$ cat src/rtl/pita_pkg.sv
`default_nettype none

package pita_pkg;

    // Tile buffer geometry
    localparam int TILE_ROWS = 16;
    localparam int TILE_COLS = 16;
    localparam int LANES     = 8;
    localparam int IN_ROWS   = 32;
    localparam int IN_COLS   = 32;

    // Field widths
    localparam int ROW_W   = 10;
    localparam int CHAN_W  = 10;
    localparam int LANE_W  = 3;
    localparam int BUF_W   = 5;
    localparam int KIND_W  = 2;
    localparam int ADDR_W  = 32;
    localparam int PADDR_W = 5;
    localparam int PDATA_W = 32;

    // Signed coordinate and positive dimension widths
    localparam int COORD_W = 15;
    localparam int DIM_W   = 13;

    typedef logic signed [COORD_W-1:0] t_coord;

    typedef enum logic [KIND_W-1:0] {
        FILL_LEAVE = 2'd0,
        FILL_ZERO  = 2'd1,
        FILL_FETCH = 2'd2
    } t_fill_kind;

    typedef enum logic [2:0] {
        REG_IN_BASE       = 3'd0,
        REG_CHANNEL_COUNT = 3'd1,
        REG_KERNEL_SIZE   = 3'd2,
        REG_STRIDE        = 3'd3,
        REG_OUT_ROWS      = 3'd4,
        REG_OUT_COLS      = 3'd5,
        REG_PADDING_ON    = 3'd6
    } t_reg_idx;

endpackage

`default_nettype wire

$ cat src/rtl/pita_in_if.sv
`default_nettype none

interface pita_in_if import pita_pkg::*; ();
    logic              valid;
    logic              ready;
    logic [ROW_W-1:0]  tile_row;
    logic [ROW_W-1:0]  tile_col;
    logic [CHAN_W-1:0] chan_base;
    logic [LANE_W-1:0] lane;
    logic [BUF_W-1:0]  buf_row;
    logic [BUF_W-1:0]  buf_col;

    modport source (
        output valid, tile_row, tile_col, chan_base, lane, buf_row, buf_col,
        input  ready
    );

    modport sink (
        input  valid, tile_row, tile_col, chan_base, lane, buf_row, buf_col,
        output ready
    );
endinterface

`default_nettype wire

$ cat src/rtl/pita_out_if.sv
`default_nettype none

interface pita_out_if import pita_pkg::*; ();
    logic              valid;
    logic              ready;
    logic [KIND_W-1:0] fill_kind;
    logic [ADDR_W-1:0] address;

    modport source (
        output valid, fill_kind, address,
        input  ready
    );

    modport sink (
        input  valid, fill_kind, address,
        output ready
    );
endinterface

`default_nettype wire

$ cat src/rtl/padded_input_tile_address_top.sv
`default_nettype none

// Source address generator for a convolution input tile buffer. Each input
// transaction names one buffer element (lane, buf_row, buf_col) of the tile at
// output origin (tile_row, tile_col) and channel group chan_base; the output
// transaction says whether to leave the entry (fill_kind 0), write zero (1) or
// fetch from the given 32-bit word address (2). The block takes one transaction
// per cycle while the output is not stalled, and carries each one through four
// register stages: source coordinates and map extents, classification with the
// first products, the channel-plane product, and the final address add. Each
// stage holds only while the one after it is full and stalled, so bubbles are
// squeezed out under backpressure. Program the APB registers (byte address
// 4*index: in_base, channel_count, kernel_size, stride, out_rows, out_cols,
// padding_on) only while no transactions are in flight.
module padded_input_tile_address_top import pita_pkg::*; (
    input  logic               i_clk,
    input  logic               i_rst_n,
    pita_in_if.sink            i_in,
    pita_out_if.source         o_out,
    input  logic               psel,
    input  logic               penable,
    input  logic               pwrite,
    input  logic [PADDR_W-1:0] paddr,
    input  logic [PDATA_W-1:0] pwdata,
    output logic [PDATA_W-1:0] prdata,
    output logic               pready
);

    // Configuration registers
    logic [ADDR_W-1:0] r_in_base;
    logic [CHAN_W-1:0] r_channel_count;
    logic [3:0]        r_kernel_size;
    logic [2:0]        r_stride;
    logic [ROW_W-1:0]  r_out_rows;
    logic [ROW_W-1:0]  r_out_cols;
    logic              r_padding_on;

    logic     cfg_wr;
    t_reg_idx cfg_idx;

    assign pready  = 1'b1;
    assign cfg_wr  = psel & penable & pwrite;
    assign cfg_idx = t_reg_idx'(paddr[4:2]);

    // Write configuration on the APB access phase
    always_ff @(posedge i_clk) begin
        if (!i_rst_n) begin
            r_in_base       <= '0;
            r_channel_count <= CHAN_W'(1);
            r_kernel_size   <= 4'd1;
            r_stride        <= 3'd1;
            r_out_rows      <= ROW_W'(1);
            r_out_cols      <= ROW_W'(1);
            r_padding_on    <= 1'b0;
        end else if (cfg_wr) begin
            unique case (cfg_idx)
                REG_IN_BASE:       r_in_base       <= pwdata;
                REG_CHANNEL_COUNT: r_channel_count <= pwdata[CHAN_W-1:0];
                REG_KERNEL_SIZE:   r_kernel_size   <= pwdata[3:0];
                REG_STRIDE:        r_stride        <= pwdata[2:0];
                REG_OUT_ROWS:      r_out_rows      <= pwdata[ROW_W-1:0];
                REG_OUT_COLS:      r_out_cols      <= pwdata[ROW_W-1:0];
                REG_PADDING_ON:    r_padding_on    <= pwdata[0];
                default: ;
            endcase
        end
    end

    // Read back configuration
    always_comb begin
        unique case (cfg_idx)
            REG_IN_BASE:       prdata = r_in_base;
            REG_CHANNEL_COUNT: prdata = PDATA_W'(r_channel_count);
            REG_KERNEL_SIZE:   prdata = PDATA_W'(r_kernel_size);
            REG_STRIDE:        prdata = PDATA_W'(r_stride);
            REG_OUT_ROWS:      prdata = PDATA_W'(r_out_rows);
            REG_OUT_COLS:      prdata = PDATA_W'(r_out_cols);
            REG_PADDING_ON:    prdata = PDATA_W'(r_padding_on);
            default:           prdata = '0;
        endcase
    end

    // Pipeline valid bits and per-stage ready
    logic r_v1, r_v2, r_v3, r_v4;
    logic rdy1, rdy2, rdy3, rdy4;

    assign rdy4       = !r_v4 || o_out.ready;
    assign rdy3       = !r_v3 || rdy4;
    assign rdy2       = !r_v2 || rdy3;
    assign rdy1       = !r_v1 || rdy2;
    assign i_in.ready = rdy1;

    always_ff @(posedge i_clk) begin
        if (!i_rst_n) begin
            r_v1 <= 1'b0;
            r_v2 <= 1'b0;
            r_v3 <= 1'b0;
            r_v4 <= 1'b0;
        end else begin
            if (rdy1) r_v1 <= i_in.valid;
            if (rdy2) r_v2 <= r_v1;
            if (rdy3) r_v3 <= r_v2;
            if (rdy4) r_v4 <= r_v3;
        end
    end

    // Stage 1: kernel offsets, tile extent, map size and source coordinates
    logic [2:0]         c_half;
    logic [3:0]         c_ext;
    logic [DIM_W-1:0]   c_trow_s;
    logic [DIM_W-1:0]   c_tcol_s;
    logic [COORD_W-1:0] c_ty, c_tx, c_h, c_w, c_y, c_x;
    logic [CHAN_W:0]    c_n;
    logic               c_outside;

    always_comb begin
        c_half    = (r_padding_on && r_kernel_size != 4'd0) ?
                    3'((r_kernel_size - 4'd1) >> 1) : 3'd0;
        c_ext     = r_padding_on ? 4'd1 : r_kernel_size;
        c_trow_s  = DIM_W'(i_in.tile_row) * DIM_W'(r_stride);
        c_tcol_s  = DIM_W'(i_in.tile_col) * DIM_W'(r_stride);
        c_ty      = (COORD_W'(i_in.tile_row) + COORD_W'(TILE_ROWS - 1))
                    * COORD_W'(r_stride) + COORD_W'(c_ext);
        c_tx      = (COORD_W'(i_in.tile_col) + COORD_W'(TILE_COLS - 1))
                    * COORD_W'(r_stride) + COORD_W'(c_ext);
        c_h       = COORD_W'(r_out_rows) * COORD_W'(r_stride)
                    - COORD_W'(r_stride) + COORD_W'(c_ext);
        c_w       = COORD_W'(r_out_cols) * COORD_W'(r_stride)
                    - COORD_W'(r_stride) + COORD_W'(c_ext);
        c_y       = COORD_W'(i_in.buf_row) + COORD_W'(c_trow_s) - COORD_W'(c_half);
        c_x       = COORD_W'(i_in.buf_col) + COORD_W'(c_tcol_s) - COORD_W'(c_half);
        c_n       = (CHAN_W+1)'(i_in.chan_base) + (CHAN_W+1)'(i_in.lane);
        c_outside = (int'(i_in.lane) >= LANES) || (int'(i_in.buf_row) >= IN_ROWS)
                    || (int'(i_in.buf_col) >= IN_COLS);
    end

    t_coord          r1_ty, r1_tx, r1_h, r1_w, r1_y, r1_x;
    logic [CHAN_W:0] r1_n;
    logic            r1_outside;

    always_ff @(posedge i_clk) begin
        if (rdy1 && i_in.valid) begin
            r1_ty      <= t_coord'(c_ty);
            r1_tx      <= t_coord'(c_tx);
            r1_h       <= t_coord'(c_h);
            r1_w       <= t_coord'(c_w);
            r1_y       <= t_coord'(c_y);
            r1_x       <= t_coord'(c_x);
            r1_n       <= c_n;
            r1_outside <= c_outside;
        end
    end

    // Stage 2: classify the element, form channel-plane and row products
    t_fill_kind n_kind2;

    always_comb begin
        if (r1_outside || r1_y >= r1_ty || r1_x >= r1_tx) begin
            n_kind2 = FILL_LEAVE;
        end else if (r1_n >= (CHAN_W+1)'(r_channel_count) || r1_y[COORD_W-1]
                     || r1_x[COORD_W-1] || r1_y >= r1_h || r1_x >= r1_w) begin
            n_kind2 = FILL_ZERO;
        end else begin
            n_kind2 = FILL_FETCH;
        end
    end

    t_fill_kind       r2_kind;
    logic [23:0]      r2_nh;
    logic [25:0]      r2_yw;
    logic [DIM_W-1:0] r2_w;
    logic [DIM_W-1:0] r2_x;

    always_ff @(posedge i_clk) begin
        if (rdy2 && r_v1) begin
            r2_kind <= n_kind2;
            r2_nh   <= 24'(r1_n) * 24'(r1_h[DIM_W-1:0]);
            r2_yw   <= 26'(r1_y[DIM_W-1:0]) * 26'(r1_w[DIM_W-1:0]);
            r2_w    <= r1_w[DIM_W-1:0];
            r2_x    <= r1_x[DIM_W-1:0];
        end
    end

    // Stage 3: channel-plane offset and base plus row/column offset
    t_fill_kind        r3_kind;
    logic [ADDR_W-1:0] r3_nhw;
    logic [ADDR_W-1:0] r3_part;

    always_ff @(posedge i_clk) begin
        if (rdy3 && r_v2) begin
            r3_kind <= r2_kind;
            r3_nhw  <= ADDR_W'(r2_nh) * ADDR_W'(r2_w);
            r3_part <= r_in_base + ADDR_W'(r2_yw) + ADDR_W'(r2_x);
        end
    end

    // Stage 4: final address, zero unless fetching
    t_fill_kind        r4_kind;
    logic [ADDR_W-1:0] r4_address;
    logic [ADDR_W-1:0] n_address;

    assign n_address = (r3_kind == FILL_FETCH) ? (r3_nhw + r3_part) : '0;

    always_ff @(posedge i_clk) begin
        if (rdy4 && r_v3) begin
            r4_kind    <= r3_kind;
            r4_address <= n_address;
        end
    end

    assign o_out.valid     = r_v4;
    assign o_out.fill_kind = r4_kind;
    assign o_out.address   = r4_address;

    // Checks
    a_addr_zero_unless_fetch: assert property (
        @(posedge i_clk) disable iff (!i_rst_n)
        (o_out.valid && o_out.fill_kind != FILL_FETCH) |-> o_out.address == '0
    ) else $error("nonzero address on a non-fetch transaction");

    a_stall_only_from_output: assert property (
        @(posedge i_clk) disable iff (!i_rst_n)
        !i_in.ready |-> (o_out.valid && !o_out.ready)
    ) else $error("input stalled without output backpressure");

    a_stage3_drains: assert property (
        @(posedge i_clk) disable iff (!i_rst_n)
        (r_v3 && rdy4) |=> r_v4
    ) else $error("stage 3 transaction lost on its way to the output");

endmodule

`default_nettype wire
$ cat src/flat_wrapper.sv
// flat-port wrapper written by rule: the top's interface ports become plain ports
module padded_input_tile_address_top_flat import pita_pkg::*;
  (i_clk, i_rst_n, psel, penable, pwrite, paddr, pwdata, prdata, pready, i_in_valid, i_in_tile_row, i_in_tile_col, i_in_chan_base, i_in_lane, i_in_buf_row, i_in_buf_col, i_in_ready, o_out_valid, o_out_fill_kind, o_out_address, o_out_ready);
  pita_in_if i_in_i ();
  pita_out_if o_out_i ();
  input  logic i_clk;
  input  logic i_rst_n;
  input  logic psel;
  input  logic penable;
  input  logic pwrite;
  input  logic [PADDR_W-1:0] paddr;
  input  logic [PDATA_W-1:0] pwdata;
  output logic [PDATA_W-1:0] prdata;
  output logic pready;
  input wire logic [$bits(i_in_i.valid)-1:0] i_in_valid;
  input wire logic [$bits(i_in_i.tile_row)-1:0] i_in_tile_row;
  input wire logic [$bits(i_in_i.tile_col)-1:0] i_in_tile_col;
  input wire logic [$bits(i_in_i.chan_base)-1:0] i_in_chan_base;
  input wire logic [$bits(i_in_i.lane)-1:0] i_in_lane;
  input wire logic [$bits(i_in_i.buf_row)-1:0] i_in_buf_row;
  input wire logic [$bits(i_in_i.buf_col)-1:0] i_in_buf_col;
  output wire logic [$bits(i_in_i.ready)-1:0] i_in_ready;
  output wire logic [$bits(o_out_i.valid)-1:0] o_out_valid;
  output wire logic [$bits(o_out_i.fill_kind)-1:0] o_out_fill_kind;
  output wire logic [$bits(o_out_i.address)-1:0] o_out_address;
  input wire logic [$bits(o_out_i.ready)-1:0] o_out_ready;
  assign i_in_i.valid = i_in_valid;
  assign i_in_i.tile_row = i_in_tile_row;
  assign i_in_i.tile_col = i_in_tile_col;
  assign i_in_i.chan_base = i_in_chan_base;
  assign i_in_i.lane = i_in_lane;
  assign i_in_i.buf_row = i_in_buf_row;
  assign i_in_i.buf_col = i_in_buf_col;
  assign i_in_ready = i_in_i.ready;
  assign o_out_valid = o_out_i.valid;
  assign o_out_fill_kind = o_out_i.fill_kind;
  assign o_out_address = o_out_i.address;
  assign o_out_i.ready = o_out_ready;
  padded_input_tile_address_top u_core (.i_clk(i_clk), .i_rst_n(i_rst_n), .i_in(i_in_i), .o_out(o_out_i), .psel(psel), .penable(penable), .pwrite(pwrite), .paddr(paddr), .pwdata(pwdata), .prdata(prdata), .pready(pready));
endmodule
$ cat config.mk
export PLATFORM = sky130hd
export DESIGN_NAME = padded_input_tile_address_top_flat
export DESIGN_NICKNAME = d
export VERILOG_FILES = /design/src/rtl/pita_pkg.sv /design/src/rtl/pita_in_if.sv /design/src/rtl/pita_out_if.sv /design/src/rtl/padded_input_tile_address_top.sv /design/src/flat_wrapper.sv
export SDC_FILE = /design/constraint.sdc
export NUM_CORES = 2
export LEC_CHECK = 0
export BUFFER_PORTS_ARGS = -buffer_cell sky130_fd_sc_hd__clkbuf_2
export CAP_MARGIN = 20
export CORE_ASPECT_RATIO = 0.6
export CORE_MARGIN = 3
export CORE_UTILIZATION = 40
export CTS_BUF_LIST = sky130_fd_sc_hd__clkbuf_8 sky130_fd_sc_hd__clkbuf_16
export CTS_CLUSTER_DIAMETER = 80
export DETAILED_ROUTE_END_ITERATION = 8
export PLACE_DENSITY_LB_ADDON = 0.12
export SYNTH_ARGS = -nofsm -noshare
export SYNTH_HDL_FRONTEND = slang
export SYNTH_SLANG_ARGS = --single-unit
$ cat constraint.sdc
create_clock -name i_clk -period 9.1 [get_ports i_clk]
set_input_delay 0 -clock i_clk [delete_from_list [all_inputs] [get_ports i_clk]]
set_output_delay 0 -clock i_clk [all_outputs]
set_load 0.03 [all_outputs]
==> impl_metrics.json <==
{
  "synth.avg_cell_area_um2": 9.51,
  "reg2reg_to": "u_core.r2_yw[24]",
  "crit_fanout": 15,
  "cts_resized": 0,
  "ff2ff_setup_slack_ps": 2310,
  "grt_pass1_vias": 32000,
  "rows": 95,
  "path_common_cell": "fa_1",
  "setup_viol": 0,
  "grt_pass1_wl_um": 192000,
  "port_buffers": 152,
  "final_core_util_pct": 44.3,
  "worst_pin_slew_ps": 1090,
  "clockRootBuffer": "clkbuf_16",
  "grtUsageTotal_pct": 20.8,
  "yosysUniqueCellTypes": 78,
  "viasPerCell": 4.94,
  "slowest_stage": "edfxtp_1",
  "crit_type": "reg -> reg",
  "hold_start": "i_rst_n",
  "fmax_mhz": 147,
  "route.detailed.drc": 0,
  "maxCapViolCount": 0,
  "synth_mux_area_share_pct": 1.39,
  "die-area_mm2": 0.118,
  "clkSinkCount": 353,
  "clockBufferDepth": 3,
  "drt-initial-drc-count": 2363,
  "yosys_warnings": 0,
  "globalRouteOverflowTotal": 0,
  "synth_edf_count": 279,
  "tns_ps": 0,
  "antenna_found_initial": 9,
  "die_w_um": 442,
  "clk_latency_ps": 610,
  "rsz0062_at_grt": "false",
  "finClkSkew_ps": 50.0,
  "gp_congestion": 0.856,
  "cts_buffers": 39,
  "post-route-period-util_pct": 74.7,
  "start_util_pct": 40.5,
  "vias": 31800,
  "synthSimpleGateAreaFrac_pct": 15.0,
  "final.fill_count": 11100,
  "reg2reg_from": "u_core.r1_y[7]",
  "maxSlewViolCount": 0,
  "min_to": "u_core.r_channel_count[0]",
  "synth.cell_area_mm2": 0.0456,
  "hp-class": "in -> reg",
  "status": "finished, final reports clean",
  "arrival_ps": 7110,
  "seq_area_frac_synth_pct": 21.6,
  "grt_max_degree": 75,
  "crit_chain": "and2_1, fa_1, inv_1, fa_1, inv_1, fa_1, inv_1, fa_1, inv_1, fa_1, ha_1, ha_1, nand3_1, o211ai_1, o2111ai_1, a21boi_0, o21a_1, o21ai_0, a311oi_1, a311oi_1, xnor2_1",
  "worstSetupEndpointType": "flop",
  "ant_nets": 0,
  "pin_count": 156,
  "start_kind": "flop",
  "synth_top_family_by_area": "adder cells",
  "timing.slew.headroom_pct": 27.4,
  "async_flop_share_pct": 0,
  "nets": 6096,
  "dr.pass1.iters": 5,
  "synthToLayoutAreaGrowth_pct": 9.34,
  "wl_um": 121000,
  "postCtsSetupRepairBufs": 0,
  "period_needed_ps": 6790,
  "synth-compound-area-share_pct": 8.00,
  "wire_per_inst_um": 18.8,
  "r2r_cells": 21,
  "synthAdderAreaFrac_pct": 40.2,
  "synthDominantCellAreaShare_pct": 27.0,
  "die_y_um": 267,
  "synthCells": 4790,
  "synth_xor_area_share_pct": 5.02,
  "max_stage_delay_ps": 800,
  "cts_tree": "yes",
  "holdPathStages": 3,
  "hpwlAfterDp_um": 97800,
  "htreeDepth": 2,
  "layout-drive-gt1-share_pct": 5.79,
  "synth_area_leaders": "fa_1 27%, edfxtp_1 18%, ha_1 13%",
  "cts.clk_slew.worst_paths_ps": 60,
  "synth_top_area_cell": "fa_1",
  "fp.coreArea_mm2": 0.112,
  "cp.required_ps": 9420,
  "ys_ff_latch": 353,
  "hold_viol": 0,
  "synth_ff_type": "edfxtp_1"
}
==> layout make-up <==
| class | count | area, um2 | share of cell area (%) |
|---|---|---|---|
| inverters | 898 | 3370 | 6.76 |
| diodes | 3 | 7.51 | 0.0151 |
| clock inverters | 23 | 239 | 0.480 |
| flip-flops and latches | 353 | 9860 | 19.8 |
| multi-input cells | 3387 | 31800 | 63.8 |
| well taps | 1503 | 1880 | 3.77 |
| clock buffers | 48 | 1140 | 2.30 |
| repair buffers | 233 | 1510 | 3.03 |
==> routing by layer <==
metal | GRT usage (%) | routed length, um | part of all wire, % | vias up
met5 | 0 | 0 | 0 | -
met4 | 2.17 | 1230 | 1.0 | 0
met3 | 5.80 | 10300 | 8.5 | 77
li1 | - | - | - | 15500
met1 | 34.3 | 66000 | 55 | 15500
met2 | 27.1 | 43400 | 36 | 819
==> critical path, delay by kind of cell (launching register included) <==
kind	cells	cell delay, ps
DFF	1	800
adders and majority gates	7	3110
buffers and inverters	4	200
and+or+nand+nor	2	470
AOI/OAI and AO/OA	7	1760
xor gates and xnor gates	1	140
==> timing repair <==
action | CTS | global route
endpoints found under the setup margin | 0 | 0
endpoints found under the hold margin | 85 | 0
hold buffers | 57 | 0
==> sequential cells by signal, summed over array words and instances, names as in the netlist, 3 cells and up <==
signal	cells
u_core.r3_nhw	32
u_core.r1_x	15
u_core.r1_y	15
u_core.r2_yw	26
u_core.r3_part	32
u_core.r1_tx	15
u_core.r1_ty	15
u_core.r2_w	13
u_core.r_channel_count	10
u_core.r_stride	3
u_core.r1_h	15
u_core.r2_x	13
u_core.r1_w	15
u_core.r_out_cols	10
u_core.r_in_base	32
u_core.o_out.address	32
u_core.r2_nh	24
u_core.r_out_rows	10
u_core.r1_n	11
u_core.r_kernel_size	4
==> worst max path at each step <==
stage | from | to | slack (ps) | cells after the start
floorplan | u_core.o_out.valid | u_core.r2_kind[0] | 1980 | 3
global placement | u_core.r1_y[7] | u_core.r2_yw[24] | 2410 | 21
detailed placement | u_core.r1_y[7] | u_core.r2_yw[24] | 2350 | 21
CTS | u_core.r1_y[7] | u_core.r2_yw[24] | 2330 | 21
global route | u_core.r1_y[7] | u_core.r2_yw[24] | 1860 | 21
finish | u_core.r1_y[7] | u_core.r2_yw[24] | 2310 | 21
==> synthesized netlist by cell type (25+ instances only) <==
library cell / instances
dfxtp_1: 74
clkbuf_1: 150
a21oi_1: 150
xor2_1: 90
ha_1: 482
nand3_1: 47
o21bai_1: 25
and2_1: 308
o21a_1: 46
nand2_1: 639
o21ai_0: 91
xnor2_1: 171
nor2_1: 174
fa_1: 615
a21o_1: 70
nor2b_1: 78
a21boi_0: 39
edfxtp_1: 279
mux2i_1: 42
nor3_1: 37
inv_1: 897
nand2b_1: 37
==> metrics by stage <==
step / worst slack (ps) / instances / instance area, um2 / hold slack (ps)
floorplan: 1980 / 4792 / 45600 / 125
global placement: 2410 / 6316 / 47900 / 242
detailed placement: 2350 / 6316 / 47900 / 246
CTS: 2330 / 6444 / 49800 / 2.88
global route: 1860 / 6447 / 49800 / 33.0
finish: 2310 / 6448 / 49800 / 31.2
==> placed cells by master, fill, tap and decap left out, drive strengths merged, types with 8 or more instances in the layout <==
cell type,netlist,routed
inv,898,905
nand2,639,639
fa,615,615
ha,482,482
and2,310,310
edfxtp,279,279
clkbuf,150,201
nor2,174,174
xnor2,171,171
a21oi,151,151
o21ai,94,94
xor2,90,90
nor2b,78,78
dfxtp,74,74
a21o,71,71
dlygate4sd3,0,57
nand3,48,48
o21a,46,46
mux2i,42,42
a21boi,39,39
nand2b,37,37
nor3,37,37
o21bai,25,25
buf,4,23
and3,21,21
nand4,20,20
o211ai,16,16
a211oi,14,14
a31oi,14,14
a211o,11,11
nor3b,11,11
clkinv,0,11
or3,10,10
mux4,8,8
==> cells by family (layout without fill, tap and decap cells) <==
family | after synthesis | after routing
mux | 53 | 53
simple gates | 1423 | 1423
buf+inv | 1052 | 1202
compound gates | 550 | 550
other cells | 1 | 6
xor+xnor | 261 | 261
fa+ha+maj | 1097 | 1097
flops | 353 | 353
Power is not shown: default switching activity piles up to over one toggle a cycle in this logic, so the estimate is an artifact.
